### config.mk
export PLATFORM = sky130hd
export DESIGN_NAME = integer_field_formatter
export DESIGN_NICKNAME = d
export VERILOG_FILES = /design/src/sv/ifmt_pkg.sv /design/src/sv/ifmt_queue.sv /design/src/sv/ifmt_front.sv /design/src/sv/ifmt_back.sv /design/src/sv/integer_field_formatter.sv
export VERILOG_INCLUDE_DIRS = /design/src /design/src/sv
export SDC_FILE = /design/constraint.sdc
export NUM_CORES = 1
export LEC_CHECK = 0
export ABC_AREA = 1
export ABC_CLOCK_PERIOD_IN_PS = 8189
export BUFFER_PORTS_ARGS = -buffer_cell sky130_fd_sc_hd__buf_4
export CORE_UTILIZATION = 37
export DETAILED_ROUTE_END_ITERATION = 8
export PLACE_DENSITY = 0.56
export SETUP_SLACK_MARGIN = 0.15
export SLEW_MARGIN = 20
export SYNTH_ARGS = -nofsm -noshare
export SYNTH_HDL_FRONTEND = slang
export SYNTH_SLANG_ARGS = --single-unit
### constraint.sdc
create_clock -name clk -period 8.19 [get_ports clk]
set_input_delay 1.2285 -clock clk [delete_from_list [all_inputs] [get_ports clk]]
set_output_delay 1.2285 -clock clk [all_outputs]
set_load 0.01 [all_outputs]
### src/sv/assert_macros.svh
// Assertion macros used by the RTL of the integer field formatter.
// No dependencies; include by bare file name where assertions are written.
`ifndef ASSERT_MACROS_SVH
`define ASSERT_MACROS_SVH

// Same-cycle implication, disabled while reset is high.
`define ASSERT_IMPLIES(label, clk, rst, ante, cons, msg) \
  label: assert property (@(posedge clk) disable iff (rst) (ante) |-> (cons)) \
    else $error(msg);

// Next-cycle implication, disabled while reset is high.
`define ASSERT_NEXT(label, clk, rst, ante, cons, msg) \
  label: assert property (@(posedge clk) disable iff (rst) (ante) |=> (cons)) \
    else $error(msg);

`endif

### src/sv/ifmt_pkg.sv
// Shared types and constants of the integer field formatter.
// No dependencies; imported by every module of the block.
`default_nettype none

package ifmt_pkg;

  // Default saturation limit of the field width
  localparam int DefMaxFieldWidth = 64;

  // Decimal digits of a 64-bit magnitude, and bits of that digit store
  localparam int NumDigits = 20;
  localparam int DigitBits = 4 * NumDigits;

  // Entries of the queue between front and back
  localparam int QDepth = 2;
  localparam int QPtrW  = $clog2(QDepth);

  // Command codes (carried on tuser)
  localparam logic [2:0] CMD_SDEC = 3'd0;
  localparam logic [2:0] CMD_UDEC = 3'd1;
  localparam logic [2:0] CMD_HEXL = 3'd2;
  localparam logic [2:0] CMD_HEXU = 3'd3;
  localparam logic [2:0] CMD_PTR  = 3'd4;

  // ASCII codes
  localparam logic [7:0] CH_SPACE = 8'h20;
  localparam logic [7:0] CH_PLUS  = 8'h2B;
  localparam logic [7:0] CH_MINUS = 8'h2D;
  localparam logic [7:0] CH_ZERO  = 8'h30;
  localparam logic [7:0] CH_LA    = 8'h61;
  localparam logic [7:0] CH_UA    = 8'h41;
  localparam logic [7:0] CH_X     = 8'h78;

  typedef logic [NumDigits-1:0][3:0] digit_vec_t;

  // Everything the back end needs to emit one field
  typedef struct packed {
    logic       pre_en;     // sign character ahead of any fill
    logic [7:0] pre_char;
    logic [6:0] lead;       // fill characters before the string
    logic [6:0] trail;      // fill characters after the string
    logic [7:0] fill_char;
    logic [1:0] plen;       // prefix characters at the start of the string
    logic [7:0] p0;
    logic [7:0] p1;
    logic [4:0] slen;       // string length after the precision cut, at least 1
    digit_vec_t digits;     // least significant digit at index 0
    logic [4:0] ndig;       // significant digits, at least 1
    logic       upper;      // upper-case hex letters
  } plan_t;

endpackage

`default_nettype wire

### src/sv/ifmt_queue.sv
// Two-entry queue of field plans between front and back end.
// Depends on ifmt_pkg for plan_t and the queue depth.
`default_nettype none

module ifmt_queue
  import ifmt_pkg::*;
(
  input  logic           clk,
  input  logic           rst,
  input  logic           in_valid,
  output logic           in_ready,
  input  plan_t          in_plan,
  output logic           out_valid,
  input  logic           out_ready,
  output plan_t          out_plan,
  output logic [QPtrW:0] count
);

  plan_t            mem [QDepth];
  logic [QPtrW-1:0] wr_ptr;
  logic [QPtrW-1:0] rd_ptr;
  logic             push;
  logic             pop;

  assign in_ready  = (count != (QPtrW + 1)'(QDepth));
  assign out_valid = (count != '0);
  assign push      = in_valid && in_ready;
  assign pop       = out_valid && out_ready;
  assign out_plan  = mem[rd_ptr];

  always_ff @(posedge clk) begin
    if (push) begin
      mem[wr_ptr] <= in_plan;
    end
  end

  always_ff @(posedge clk) begin
    if (rst) begin
      wr_ptr <= '0;
      rd_ptr <= '0;
      count  <= '0;
    end else begin
      if (push) begin
        wr_ptr <= wr_ptr + 1'b1;
      end
      if (pop) begin
        rd_ptr <= rd_ptr + 1'b1;
      end
      if (push && !pop) begin
        count <= count + 1'b1;
      end else if (pop && !push) begin
        count <= count - 1'b1;
      end
    end
  end

endmodule

`default_nettype wire

### src/sv/ifmt_front.sv
// Front end: accepts an item, converts decimal magnitudes to digits and
// builds the field plan. Depends on ifmt_pkg.
`default_nettype none

module ifmt_front
  import ifmt_pkg::*;
#(
  parameter int MAX_FIELD_WIDTH = DefMaxFieldWidth
) (
  input  logic        clk,
  input  logic        rst,
  input  logic        in_valid,
  output logic        in_ready,
  input  logic [2:0]  command,
  input  logic [63:0] value,
  input  logic        wide_value,
  input  logic [6:0]  field_width,
  input  logic [6:0]  precision,
  input  logic        left_align,
  input  logic        show_sign,
  input  logic        zero_pad,
  output logic        plan_valid,
  input  logic        plan_ready,
  output plan_t       plan
);

  localparam logic [6:0] MaxW = 7'(MAX_FIELD_WIDTH);

  typedef enum logic [2:0] {
    F_IDLE = 3'b001,
    F_CONV = 3'b010,
    F_PUSH = 3'b100
  } front_state_t;

  front_state_t         state;
  logic [2:0]           cmd;
  logic [63:0]          bits;
  logic [DigitBits-1:0] digits;
  logic [DigitBits-1:0] digits_next;
  logic [63:0]          bits_next;
  logic [3:0]           step;
  logic [6:0]           width_eff;
  logic [6:0]           prec;
  logic                 left;
  logic                 sign;
  logic                 zero;
  logic                 pre_en;
  logic                 neg;

  // Accept-side decode
  logic [63:0] sext;
  logic [63:0] zext;
  logic [63:0] mag;
  logic        is_sdec;
  logic        in_neg;
  logic        in_pre;
  logic [6:0]  w_sat;
  logic [6:0]  w_adj;
  logic        cmd_ok;
  logic        is_dec;

  // Plan-side decode
  logic [4:0]  ndig;
  logic [1:0]  plen;
  logic [4:0]  full_len;
  logic [4:0]  slen;
  logic [6:0]  fill_n;
  logic        is_hex;

  assign in_ready = (state == F_IDLE);

  always_comb begin
    sext    = wide_value ? value : {{32{value[31]}}, value[31:0]};
    zext    = wide_value ? value : {32'd0, value[31:0]};
    is_sdec = (command == CMD_SDEC);
    in_neg  = is_sdec && sext[63];
    mag     = in_neg ? (~sext + 64'd1) : (is_sdec ? sext : zext);
    in_pre  = is_sdec && (in_neg || show_sign);
    w_sat   = (field_width > MaxW) ? MaxW : field_width;
    w_adj   = (in_pre && (w_sat > 7'd1)) ? (w_sat - 7'd1) : w_sat;
    cmd_ok  = (command <= CMD_PTR);
    is_dec  = (command == CMD_SDEC) || (command == CMD_UDEC);
  end

  // Four double-dabble steps per cycle: correct each digit, then shift in a bit
  always_comb begin
    digits_next = digits;
    bits_next   = bits;
    for (int j = 0; j < 4; j++) begin
      for (int i = 0; i < NumDigits; i++) begin
        if (digits_next[4*i +: 4] >= 4'd5) begin
          digits_next[4*i +: 4] = digits_next[4*i +: 4] + 4'd3;
        end
      end
      digits_next = {digits_next[DigitBits-2:0], bits_next[63]};
      bits_next   = {bits_next[62:0], 1'b0};
    end
  end

  always_comb begin
    ndig = 5'd1;
    for (int i = 1; i < NumDigits; i++) begin
      if (digits[4*i +: 4] != 4'd0) begin
        ndig = 5'(i + 1);
      end
    end
    is_hex = (cmd == CMD_HEXL) || (cmd == CMD_HEXU);
    if ((cmd == CMD_UDEC) && sign) begin
      plen = 2'd1;
    end else if (cmd == CMD_PTR) begin
      plen = 2'd2;
    end else begin
      plen = 2'd0;
    end
    full_len = {3'd0, plen} + ndig;
    if (!is_hex && (prec != 7'd0) && (prec < {2'd0, full_len})) begin
      slen = prec[4:0];
    end else begin
      slen = full_len;
    end
    fill_n = (width_eff > {2'd0, slen}) ? (width_eff - {2'd0, slen}) : 7'd0;

    plan.pre_en    = pre_en;
    plan.pre_char  = neg ? CH_MINUS : CH_PLUS;
    plan.lead      = (is_hex || !left) ? fill_n : 7'd0;
    plan.trail     = (is_hex || !left) ? 7'd0 : fill_n;
    plan.fill_char = zero ? CH_ZERO : CH_SPACE;
    plan.plen      = plen;
    plan.p0        = (cmd == CMD_PTR) ? CH_ZERO : CH_PLUS;
    plan.p1        = CH_X;
    plan.slen      = slen;
    plan.digits    = digits;
    plan.ndig      = ndig;
    plan.upper     = (cmd == CMD_HEXU);
  end

  assign plan_valid = (state == F_PUSH);

  always_ff @(posedge clk) begin
    if (rst) begin
      state <= F_IDLE;
    end else begin
      unique case (state)
        F_IDLE: begin
          if (in_valid && cmd_ok) begin
            state <= is_dec ? F_CONV : F_PUSH;
          end
        end
        F_CONV: begin
          if (step == 4'd15) begin
            state <= F_PUSH;
          end
        end
        F_PUSH: begin
          if (plan_ready) begin
            state <= F_IDLE;
          end
        end
        default: state <= F_IDLE;
      endcase
    end
  end

  always_ff @(posedge clk) begin
    if ((state == F_IDLE) && in_valid) begin
      cmd       <= command;
      bits      <= mag;
      digits    <= is_dec ? '0 : {{(DigitBits - 64){1'b0}}, zext};
      step      <= 4'd0;
      width_eff <= w_adj;
      prec      <= precision;
      left      <= left_align;
      sign      <= show_sign;
      zero      <= zero_pad;
      pre_en    <= in_pre;
      neg       <= in_neg;
    end else if (state == F_CONV) begin
      digits <= digits_next;
      bits   <= bits_next;
      step   <= step + 4'd1;
    end
  end

endmodule

`default_nettype wire

### src/sv/ifmt_back.sv
// Back end: walks a field plan and emits one character per cycle while out_ready
// does not hold it back, through a registered output stage. Depends on ifmt_pkg.
`default_nettype none

module ifmt_back
  import ifmt_pkg::*;
(
  input  logic       clk,
  input  logic       rst,
  input  logic       plan_valid,
  output logic       plan_ready,
  input  plan_t      plan,
  output logic       out_valid,
  input  logic       out_ready,
  output logic [7:0] out_char,
  output logic       out_last
);

  typedef enum logic [4:0] {
    PH_IDLE  = 5'b00001,
    PH_PRE   = 5'b00010,
    PH_LEAD  = 5'b00100,
    PH_STR   = 5'b01000,
    PH_TRAIL = 5'b10000
  } phase_t;

  phase_t     phase;
  phase_t     phase_next;
  plan_t      cur;
  logic [6:0] cnt;
  logic       emit;
  logic       seg_end;
  logic       last;
  logic [7:0] ch;
  logic [4:0] didx;
  logic [3:0] dig;

  function automatic logic [7:0] digit_char(input logic [3:0] d, input logic upper);
    logic [7:0] base;
    base = upper ? CH_UA : CH_LA;
    if (d < 4'd10) begin
      return CH_ZERO + {4'd0, d};
    end
    return base + {4'd0, d} - 8'd10;
  endfunction

  assign plan_ready = (phase == PH_IDLE);
  assign emit       = (phase != PH_IDLE) && (!out_valid || out_ready);

  always_comb begin
    didx = cur.ndig - 5'd1 - (cnt[4:0] - {3'd0, cur.plen});
    dig  = cur.digits[didx];
    unique case (phase)
      PH_PRE: begin
        ch         = cur.pre_char;
        seg_end    = 1'b1;
        phase_next = (cur.lead != 7'd0) ? PH_LEAD : PH_STR;
      end
      PH_LEAD: begin
        ch         = cur.fill_char;
        seg_end    = (cnt == cur.lead - 7'd1);
        phase_next = PH_STR;
      end
      PH_STR: begin
        if (cnt < {5'd0, cur.plen}) begin
          ch = cnt[0] ? cur.p1 : cur.p0;
        end else begin
          ch = digit_char(dig, cur.upper);
        end
        seg_end    = (cnt == {2'd0, cur.slen} - 7'd1);
        phase_next = (cur.trail != 7'd0) ? PH_TRAIL : PH_IDLE;
      end
      PH_TRAIL: begin
        ch         = cur.fill_char;
        seg_end    = (cnt == cur.trail - 7'd1);
        phase_next = PH_IDLE;
      end
      default: begin
        ch         = CH_SPACE;
        seg_end    = 1'b0;
        phase_next = PH_IDLE;
      end
    endcase
    last = seg_end && (phase_next == PH_IDLE);
  end

  always_ff @(posedge clk) begin
    if (rst) begin
      phase     <= PH_IDLE;
      out_valid <= 1'b0;
    end else begin
      if ((phase == PH_IDLE) && plan_valid) begin
        if (plan.pre_en) begin
          phase <= PH_PRE;
        end else if (plan.lead != 7'd0) begin
          phase <= PH_LEAD;
        end else begin
          phase <= PH_STR;
        end
      end else if (emit && seg_end) begin
        phase <= phase_next;
      end
      if (emit) begin
        out_valid <= 1'b1;
      end else if (out_ready) begin
        out_valid <= 1'b0;
      end
    end
  end

  always_ff @(posedge clk) begin
    if ((phase == PH_IDLE) && plan_valid) begin
      cur <= plan;
      cnt <= 7'd0;
    end else if (emit) begin
      cnt <= seg_end ? 7'd0 : (cnt + 7'd1);
    end
    if (emit) begin
      out_char <= ch;
      out_last <= last;
    end
  end

endmodule

`default_nettype wire

### src/sv/integer_field_formatter.sv
// Integer field formatter: decimal commands run through digit conversion in the front
// end before their plan is queued; hex and pointer commands skip the conversion.
// Throughput: one character per cycle at the output while m_tready allows; the front
// end takes no new item until its plan is queued, nor the back end until a field is out.
// Reset: synchronous rst empties the queue and idles both ends; nothing else clears.
`default_nettype none

`include "assert_macros.svh"

module integer_field_formatter
  import ifmt_pkg::*;
#(
  parameter int MAX_FIELD_WIDTH = DefMaxFieldWidth
) (
  input  logic        clk,
  input  logic        rst,
  // Input item transaction
  input  logic        s_tvalid,
  output logic        s_tready,
  // [63:0] value, [64] wide_value, [71:65] field_width, [78:72] precision,
  // [79] left_align, [80] show_sign, [81] zero_pad, [87:82] zero
  input  logic [87:0] s_tdata,
  // [2:0] command
  input  logic [2:0]  s_tuser,
  // Output character transaction
  output logic        m_tvalid,
  input  logic        m_tready,
  // [7:0] out_char
  output logic [7:0]  m_tdata,
  output logic        m_tlast
);

  // Plan hand-off from front to queue, and from queue to back
  plan_t          f_plan;
  logic           f_valid;
  logic           f_ready;
  plan_t          b_plan;
  logic           b_valid;
  logic           b_ready;
  logic [QPtrW:0] q_count;
  // Input transaction carrying a command that produces a field
  logic           s_cmd_take;

  assign s_cmd_take = s_tvalid && s_tready && (s_tuser <= CMD_PTR);

  // Front: accept the item, drop unused commands, convert and plan the field.
  // Decimal values run through a 4-bit-per-cycle double-dabble converter.
  ifmt_front #(
    .MAX_FIELD_WIDTH(MAX_FIELD_WIDTH)
  ) u_front (
    .clk        (clk),
    .rst        (rst),
    .in_valid   (s_tvalid),
    .in_ready   (s_tready),
    .command    (s_tuser),
    .value      (s_tdata[63:0]),
    .wide_value (s_tdata[64]),
    .field_width(s_tdata[71:65]),
    .precision  (s_tdata[78:72]),
    .left_align (s_tdata[79]),
    .show_sign  (s_tdata[80]),
    .zero_pad   (s_tdata[81]),
    .plan_valid (f_valid),
    .plan_ready (f_ready),
    .plan       (f_plan)
  );

  // Queue: hold finished plans so conversion of the next item overlaps emission
  ifmt_queue u_queue (
    .clk      (clk),
    .rst      (rst),
    .in_valid (f_valid),
    .in_ready (f_ready),
    .in_plan  (f_plan),
    .out_valid(b_valid),
    .out_ready(b_ready),
    .out_plan (b_plan),
    .count    (q_count)
  );

  // Back: sign, leading fill, prefix and digits, trailing fill, in that order
  ifmt_back u_back (
    .clk       (clk),
    .rst       (rst),
    .plan_valid(b_valid),
    .plan_ready(b_ready),
    .plan      (b_plan),
    .out_valid (m_tvalid),
    .out_ready (m_tready),
    .out_char  (m_tdata),
    .out_last  (m_tlast)
  );

  // Queue occupancy never exceeds its depth
  `ASSERT_IMPLIES(a_queue_depth, clk, rst, 1'b1, q_count <= QDepth, "queue overflow")

  // Accepting a valid command makes the front end not ready
  `ASSERT_NEXT(a_front_busy, clk, rst, s_cmd_take, !s_tready, "front accepted twice")

  // Every emitted character is non-null
  `ASSERT_IMPLIES(a_char_nonzero, clk, rst, m_tvalid, m_tdata != 8'h00, "null character emitted")

endmodule

`default_nettype wire
# [After elaboration in Yosys (flattened, before gate mapping)]
# Memory sizes are Yosys's and may differ from the RTL's. A register that Yosys moved wholly into a read port is not among the register bits.
# Index checks and enable logic that the tools add are counted.
[totals] register_bits=338 latchBits=0 ram_bits=242 romBits=0 n_memories=1
[mem_list] memory="u_queue.mem" depth=2 width=121 read_ports=1 rd_ports_with_merged_regs=1 write_ports=1 line="ifmt_queue.sv:19" source="plan_t mem [QDepth];"
[classes] add_sub_neg=99 multipliers=0 div=0 magnitude_cmp=88 eq_ne=23 n_shift=0 muxes=152 bitwise_logic=1 reduce_logical=56
[op_table] op="2-to-1 mux 64 bit" n=7
[op_table] op="2-to-1 mux 4 bit" n=87
[op_table] op="greater-or-equal comparator 4 x 3 -> 1 bit (second input constant)" n=80
[op_table] op="adder 4 x 2 -> 4 bit (second input constant)" n=76
[op_table] op="2-to-1 mux 80 bit" n=2
[op_table] op="nonzero test 4 bit" n=19
[op_table] op="adder 64 x 1 -> 64 bit (second input constant)" n=1
[op_table] op="NOT 64 bit" n=1
[op_table] op="2-to-1 mux 5 bit" n=12
[op_table] op="2-to-1 mux 7 bit" n=6
[op_table] op="2-to-1 mux 3 bit" n=13
[op_table] op="2-to-1 mux 8 bit" n=4
[op_table] op="nonzero test 7 bit" n=4
[op_table] op="case mux 8 bit (3 select lines)" n=1
[op_table] op="equality test 7 bit" n=3
[op_table] op="subtractor 7 x 1 -> 7 bit (second input constant)" n=3
[op_table] op="binary-select mux 4 bit (select 5 bit)" n=1
[op_table] op="logical AND 1 bit" n=15
[op_table] op="case mux 5 bit (3 select lines)" n=1
[op_table] op="adder 3 x 2 -> 3 bit (second input constant)" n=4
[op_table] op="2-to-1 mux 2 bit" n=6
[op_table] op="equality test 5 x 1 -> 1 bit (second input constant)" n=2
[op_table] op="nonzero test 2 bit" n=5
[op_table] op="equality test 3 x 1 -> 1 bit (second input constant)" n=3
[op_table] op="other kinds (41)" n=63

# [Logic depth before layout (Yosys ltp)]
# Gate-level depths: netlist of run 1.
[depth] word_depth=27 mapped_depth=44 mapped_depth_nobuf=44

# [Modules after synthesis]
# Synthesis of run 1 repeated with hierarchy kept, for this count alone.
[hier_totals] hier_cells=3785 area_unflattened_um2=36177.2
[by_module_without_submodules] mod="ifmt_front" n_inst=1 cells_per_inst=2693 area_each_um2=18393.9 seq_area_each_um2=5124.9
[by_module_without_submodules] mod="ifmt_queue" n_inst=1 cells_per_inst=473 area_each_um2=10757.8 seq_area_each_um2=8508.2
[by_module_without_submodules] mod="ifmt_back" n_inst=1 cells_per_inst=619 area_each_um2=7025.5 seq_area_each_um2=4704.5

# [Worst setup path after synthesis of run 1]
# No wires, ideal clock.
[synth_timing] path_type="register to register" start="register u_back.phase[3]" end="register u_queue.count[1]" setup_ps=122 arrival_ps=8248 t_required_ps=8068 setup_slack_ps=-180 stages_incl_launch_ff=12 path_buffers=0 path_cell_list="dfxtp_1 nor2_1 nand2_1 nor3_1 inv_1 a21oi_1 inv_1 ha_1 a21oi_1 o21ai_0 o21ai_0 a21oi_1"
[synth_via] elab_chain_cells=5 elab_cells_between_ends=7 cone_classes="eq/ne: 1; mux: 1; reduce/logical: 5"
[synth_lines] element="start: declaration" line="ifmt_back.sv:27" source="phase_t phase;"
[synth_lines] element="start signal: assignment" line="ifmt_back.sv:101" source="phase <= phase_next;"
[synth_lines] element="equality test 5 x 1 -> 1 bit *" line="ifmt_back.sv:47" source="assign plan_ready = (phase == PH_IDLE);"
[synth_lines] element="logical AND 1 bit *" line="ifmt_queue.sv:28" source="assign pop = out_valid && out_ready;"
[synth_lines] element="named net u_queue.pop" line="ifmt_queue.sv:23" source="logic pop;"
[synth_lines] element="zero test 1 bit" line="ifmt_queue.sv:49" source="if (push && !pop) begin"
[synth_lines] element="logical AND 1 bit" line="ifmt_queue.sv:49"
[synth_lines] element="2-to-1 mux 2 bit or nonzero test 2 bit (tied branches)"
[synth_lines] element="end signal: assignment" line="ifmt_queue.sv:50" source="count <= count + 1'b1;"
[synth_lines] element="end signal: assignment" line="ifmt_queue.sv:52" source="count <= count - 1'b1;"
[synth_lines] element="end: declaration" line="ifmt_queue.sv:16" source="output logic [QPtrW:0] count"
# The timed path passes the listed nets; every way through them passes the cells marked *.
# A chain may end at the register's enable or synchronous reset.

==> flow_metrics.env, run 1 <==
export IMPL_status="finished clean"
export IMPL_end_kind="flip-flop"
export IMPL_grt_setup_unrepaired="false"
export IMPL_cts_root_buffer="clkbuf_16"
export IMPL_cts_buffer_depth=3
export IMPL_synth_ff_type="edfxtp_1"
export IMPL_crit_type="reg -> reg"
export IMPL_grt_pass1_vias=21600
export IMPL_fp_row_count=107
export IMPL_syn_inst=3541
export IMPL_ys_types=63
export IMPL_chipWidth_um=296
export IMPL_synth_nets=3824
export IMPL_grt_usage_pct=16.6
export IMPL_die_area_sq_um=87700
export IMPL_fp_coreArea_sq_um=85400
export IMPL_die_height_um=296
export IMPL_crit_arrival_ns=6.53
export IMPL_drc=0
export IMPL_path_common_cell="nand2_1"
export IMPL_fill_cells=8423
export IMPL_grt_pass1_wl_mm=115
export IMPL_max_slew_margin_rel_pct=29.9
export IMPL_slowest_stage="edfxtp_1"
export IMPL_cts_buffers=58
export IMPL_cts_sinks=537
export IMPL_overflow=0
export IMPL_dr_pass1_iters=5
export IMPL_ys_top_cells_by_area="edfxtp_1 (48%), nand2_1 (8.0%), ha_1 (7.2%)"
export IMPL_ys_async_sr_fraction_pct=0
export IMPL_cts_setup_buffers=0
export IMPL_period_share_pct=74.2
export IMPL_post_drt_wl_per_cell_um=15.1
export IMPL_clk_latency_ns=0.63
export IMPL_utilization_pct=42.1
export IMPL_nets=3929
export IMPL_yosys_area_top_type_share_pct=48.0
export IMPL_port_buffers=98
export IMPL_ys_seq_area_share_pct=49.6
export IMPL_cts_resized=0
export IMPL_yosysTopAreaCell="edfxtp_1"
export IMPL_ys_seq_elements=537
export IMPL_wl_mm=72.9
export IMPL_yosysWarnings=0
export IMPL_layout_drive_gt1_share_pct=9.94
export IMPL_place_congestion=0.837
export IMPL_hp_class="reg -> reg"
export IMPL_cts_tree="built"
export IMPL_hold_viol_final=0
export IMPL_vias=23400
export IMPL_viasPerCell=4.84
export IMPL_finalCriticalPeriod_ns=6.08
export IMPL_areaGrowthSynthToFinish_pct=12.4
export IMPL_start_kind="flip-flop"
export IMPL_start_util_pct=37.5
export IMPL_dp_hpwl_mm=52.4
export IMPL_diodes=0
export IMPL_cp_max_fo=10
export IMPL_finClkSkew_ns=0.0376
export IMPL_clock_fmax_ghz=0.164
export IMPL_worstMarginPinSlew_ns=1.05
export IMPL_synth_edf_count=512
export IMPL_finalSetupViolCount=0
export IMPL_synthesis_area_sq_um=32000
export IMPL_drt_iter0_drc=1709
export IMPL_ant_nets=0
export IMPL_synth_area_per_cell_sq_um=9.04
export IMPL_cap_viol_max_count=0
export IMPL_cp_required_ns=8.64
export IMPL_tns_ns=0
export IMPL_synth_common_cells="nand2_1 (679), inv_1 (575), edfxtp_1 (512), o21ai_0 (342), nor2_1 (314)"
export IMPL_io_pins=106
export IMPL_cts_htree_levels=2
export IMPL_grt_start_max_net_pins=103
export IMPL_cts_hold_buf=0
export IMPL_clkTransAtPathRegs_ns=0.06
export IMPL_antenna_found_initial=3
export IMPL_final_max_slew_viol_count=0
export IMPL_cpPeakStageDelay_ns=0.48
export IMPL_yosysMostFrequentCell="nand2_1"
==> worst max-delay path, delay by kind of cell (launching register included) <==
kind            cells  cell delay, ns
flops               1            0.48
fa+ha+maj           5            1.40
simple gates       22            2.26
compound gates      9            1.51
buf+inv             3            0.26
==> metrics by stage <==
stage / hold WS [ns] / area, sq um / worst slack (ns) / std cells
final: 0.448 / 36000 / 2.11 / 4836
after global routing: 0.458 / 36000 / 1.43 / 4836
after CTS: 0.444 / 36000 / 2.02 / 4836
after detailed placement: 0.431 / 34100 / 2.06 / 4730
after global placement: 0.428 / 34100 / 2.08 / 4730
after floorplan: 0.421 / 32000 / 2.21 / 3541
==> area by class of cell <==
cell class              count  area, sq um  share of cell area, %
well taps                1144         1430                   3.98
clock inverters            39          380                   1.06
flip-flops and latches    537        15900                   44.1
multi-input cells        2354        13700                   38.2
clock buffers              67         1490                   4.13
inverters                 578         2170                   6.04
repair buffers            117          891                   2.48
==> flip-flops by register name (all words and copies together), names as in the netlist, 2 cells and up, named ones only <==
register / count
u_queue.mem: 226
u_back.cur: 112
u_front.digits: 80
u_front.bits: 64
u_back.cnt: 7
u_back.out_char: 7
u_front.prec: 7
u_front.width_eff: 7
u_back.phase: 5
u_front.step: 4
u_front.cmd: 3
u_front.state: 3
u_queue.count: 2
==> kinds of logic (layout without fill, tap and decap cells) <==
logic type,after synthesis,after routing,share of synthesized area (%)
DFF,537,537,49.6
and+or+nand+nor,1231,1231,16.0
adders and majority gates,188,188,7.44
buffers and inverters,650,801,7.66
xor gates and xnor gates,147,147,4.02
other,1,1,0.0117
muxes,111,111,3.89
AOI/OAI and AO/OA,676,676,11.4
==> cell usage in the layout, fill, tap and decap left out, types with 58 or more instances in the layout <==
master,synthesis,routed
o21ai_1,64,64
a21oi_1,145,144
o21ai_0,342,342
nor2_1,314,310
mux2_2,107,107
inv_1,575,574
clkbuf_16,0,58
nand3_1,101,101
edfxtp_1,512,512
buf_4,1,116
ha_1,184,184
nand2_1,679,677
xor2_1,124,124
==> path summary, 6_finish.rpt <==
check	startpoint	to	slack, ns	cells after the start
worst max register to register	u_front.digits[8]	u_queue.mem[0][107]	2.11	39
worst max-delay path	u_front.digits[8]	u_queue.mem[0][107]	2.11	39
worst min register to register	u_front.zero	u_queue.mem[1][102]	0.45	0
worst min-delay path	u_front.zero	u_queue.mem[1][102]	0.45	0
==> layer usage <==
metal / track usage [%] / up-vias / share of wire, %
met3: 1.84 / 90 / 4.0
met5: 0 / - / 0
met4: 4.25 / 0 / 1.9
met2: 27.2 / 408 / 46
li1: - / 12100 / -
met1: 23.1 / 10800 / 48
Power of run 1 is left out: the tool's default activity adds up to more than one toggle a clock period on the data nets, which glitch-free logic cannot reach.
==> inputs of run 2 (changes only) <==
ABC_CLOCK_PERIOD_IN_PS = 5670   (was 8189)
PLACE_DENSITY = 0.54   (was 0.56)
clock period = 5.67 ns   (was 8.19 ns; I/O delays follow)
==> run 2 against run 1 <==
Sequential share of layout area down 1.2 points. Register-to-register slack lost 1.7 ns. Global-route usage increased by 0.066 points. Critical endpoint is now u_queue.mem[1][103]. Via count rose by 1.3%. Wire length increased by 1.5%.
==> flow_metrics.env, run 2 (synthesis gave the netlist of run 1 again) <==
export IMPL_status="finished clean"
export IMPL_hold_viol_final=0
export IMPL_viasPerCell=4.84
export IMPL_path_common_cell="nand2_1"
export IMPL_drc=0
export IMPL_clkTransAtPathRegs_ns=0.06
export IMPL_dr_pass1_iters=5
export IMPL_finClkSkew_ns=0.0190
export IMPL_fill_cells=8359
export IMPL_io_pins=106
export IMPL_grt_pass1_vias=21800
export IMPL_max_slew_margin_rel_pct=30.5
export IMPL_cp_max_fo=8
export IMPL_clock_fmax_ghz=0.189
export IMPL_place_area_sq_um=34400
export IMPL_fp_row_count=107
export IMPL_ant_nets=0
export IMPL_cp_startpoint="u_front.digits[9]"
export IMPL_die_area_sq_um=87700
export IMPL_antenna_found_initial=4
export IMPL_hold_ws_ns=0.413
export IMPL_slowest_stage="fa_2"
export IMPL_grt_usage_pct=16.6
export IMPL_worst_slack_ns=0.387
export IMPL_r2r_setup_slack_ns=0.39
export IMPL_start_kind="flip-flop"
export IMPL_port_buffers=98
export IMPL_nets=3982
export IMPL_grt_pass1_wl_mm=116
export IMPL_cts_htree_levels=2
export IMPL_cts_root_buffer="clkbuf_16"
export IMPL_hold_start="s_tdata[79]"
export IMPL_largest_registers="u_queue.mem: 226 flops, u_back.cur: 112 flops, u_front.digits: 80 flops"
export IMPL_pre_cts_slack_ns=-0.182
export IMPL_cpPeakStageDelay_ns=0.55
export IMPL_dp_hpwl_mm=53.4
export IMPL_final_common_cell="nand2_1"
export IMPL_cap_viol_max_count=0
export IMPL_cp_required_ns=6.13
export IMPL_top_register="u_queue.mem"
export IMPL_crit_arrival_ns=5.74
export IMPL_worstMarginPinSlew_ns=1.04
export IMPL_die_height_um=296
export IMPL_cts_hold_buf=0
export IMPL_layout_drive_gt1_share_pct=13.3
export IMPL_finalSetupViolCount=0
export IMPL_end_kind="flip-flop"
export IMPL_crit_type="reg -> reg"
export IMPL_clk_latency_ns=0.62
export IMPL_fp_coreArea_sq_um=85400
export IMPL_layout_common_cells="nand2_1 (651), inv_1 (568), edfxtp_1 (512), o21ai_0 (338), nor2_1 (290)"
export IMPL_diodes=0
export IMPL_areaGrowthSynthToFinish_pct=15.4
export IMPL_grt_start_max_net_pins=100
export IMPL_largest_reg_flops=226
export IMPL_cts_tree="built"
export IMPL_post_drt_wl_per_cell_um=15.1
export IMPL_vias=23700
export IMPL_cts_sinks=537
export IMPL_design_area_sq_um=36900
export IMPL_drt_iter0_drc=1316
export IMPL_period_share_pct=93.2
export IMPL_wl_mm=74.0
export IMPL_cts_buffers=60
export IMPL_start_util_pct=37.5
export IMPL_overflow=0
export IMPL_place_congestion=0.841
export IMPL_hp_class="in -> reg"
export IMPL_chipWidth_um=296
export IMPL_finalCriticalPeriod_ns=5.28
export IMPL_grt_setup_unrepaired="true"
export IMPL_r2r_start="u_front.digits[9]"
export IMPL_utilization_pct=43.3
export IMPL_cts_buffer_depth=3
export IMPL_final_max_slew_viol_count=0
==> run 2: worst paths after layout <==
kind	to	cells past startpoint
worst max-delay path	u_queue.mem[1][103]	39
worst min-delay path	u_front.left	1
worst max register to register	u_queue.mem[1][103]	39
worst min register to register	flip-flop	1
==> run 2: critical path, delay by kind of cell (launching register included) <==
family / cells / cell delay [ns]
AOI/OAI and AO/OA: 6 / 0.87
adders and majority gates: 4 / 1.14
buffers and inverters: 5 / 0.47
DFF: 1 / 0.40
and+or+nand+nor: 24 / 2.21
==> run 2: repair_timing <==
action                     4_1_cts  5_1_grt
pin swaps                        3       35
gates cloned                     0        0
resized for setup               22       95
buffers inserted                 0        8
setup endpoints to repair       28       28
==> run 2: layer usage <==
layer	vias to the layer above	GRT usage (%)	part of all wire, %
li1	12200	-	-
met1	11000	23.0	48
met5	-	0	0.018
met2	408	27.4	46
met4	2	3.91	1.9
met3	94	2.39	4.3
==> run 2: final cells by class <==
cell class,instances,area (sq um),share of cell area [%]
repair buffers,168,1300,3.51
clock buffers,77,1690,4.58
clock inverters,36,319,0.864
flip-flops and latches,537,15900,43.0
multi-input cells,2354,14200,38.3
well taps,1144,1430,3.87
inverters,578,2170,5.88
==> run 2: through the flow <==
step	TNS (ns)	instances
2_1_floorplan	0	3541
3_3_place_gp	-2.80	4773
3_5_place_dp	-4.29	4773
4_1_cts	0	4886
5_1_grt	0	4894
6_report	0	4894
Power of run 2 is left out for the same reason.
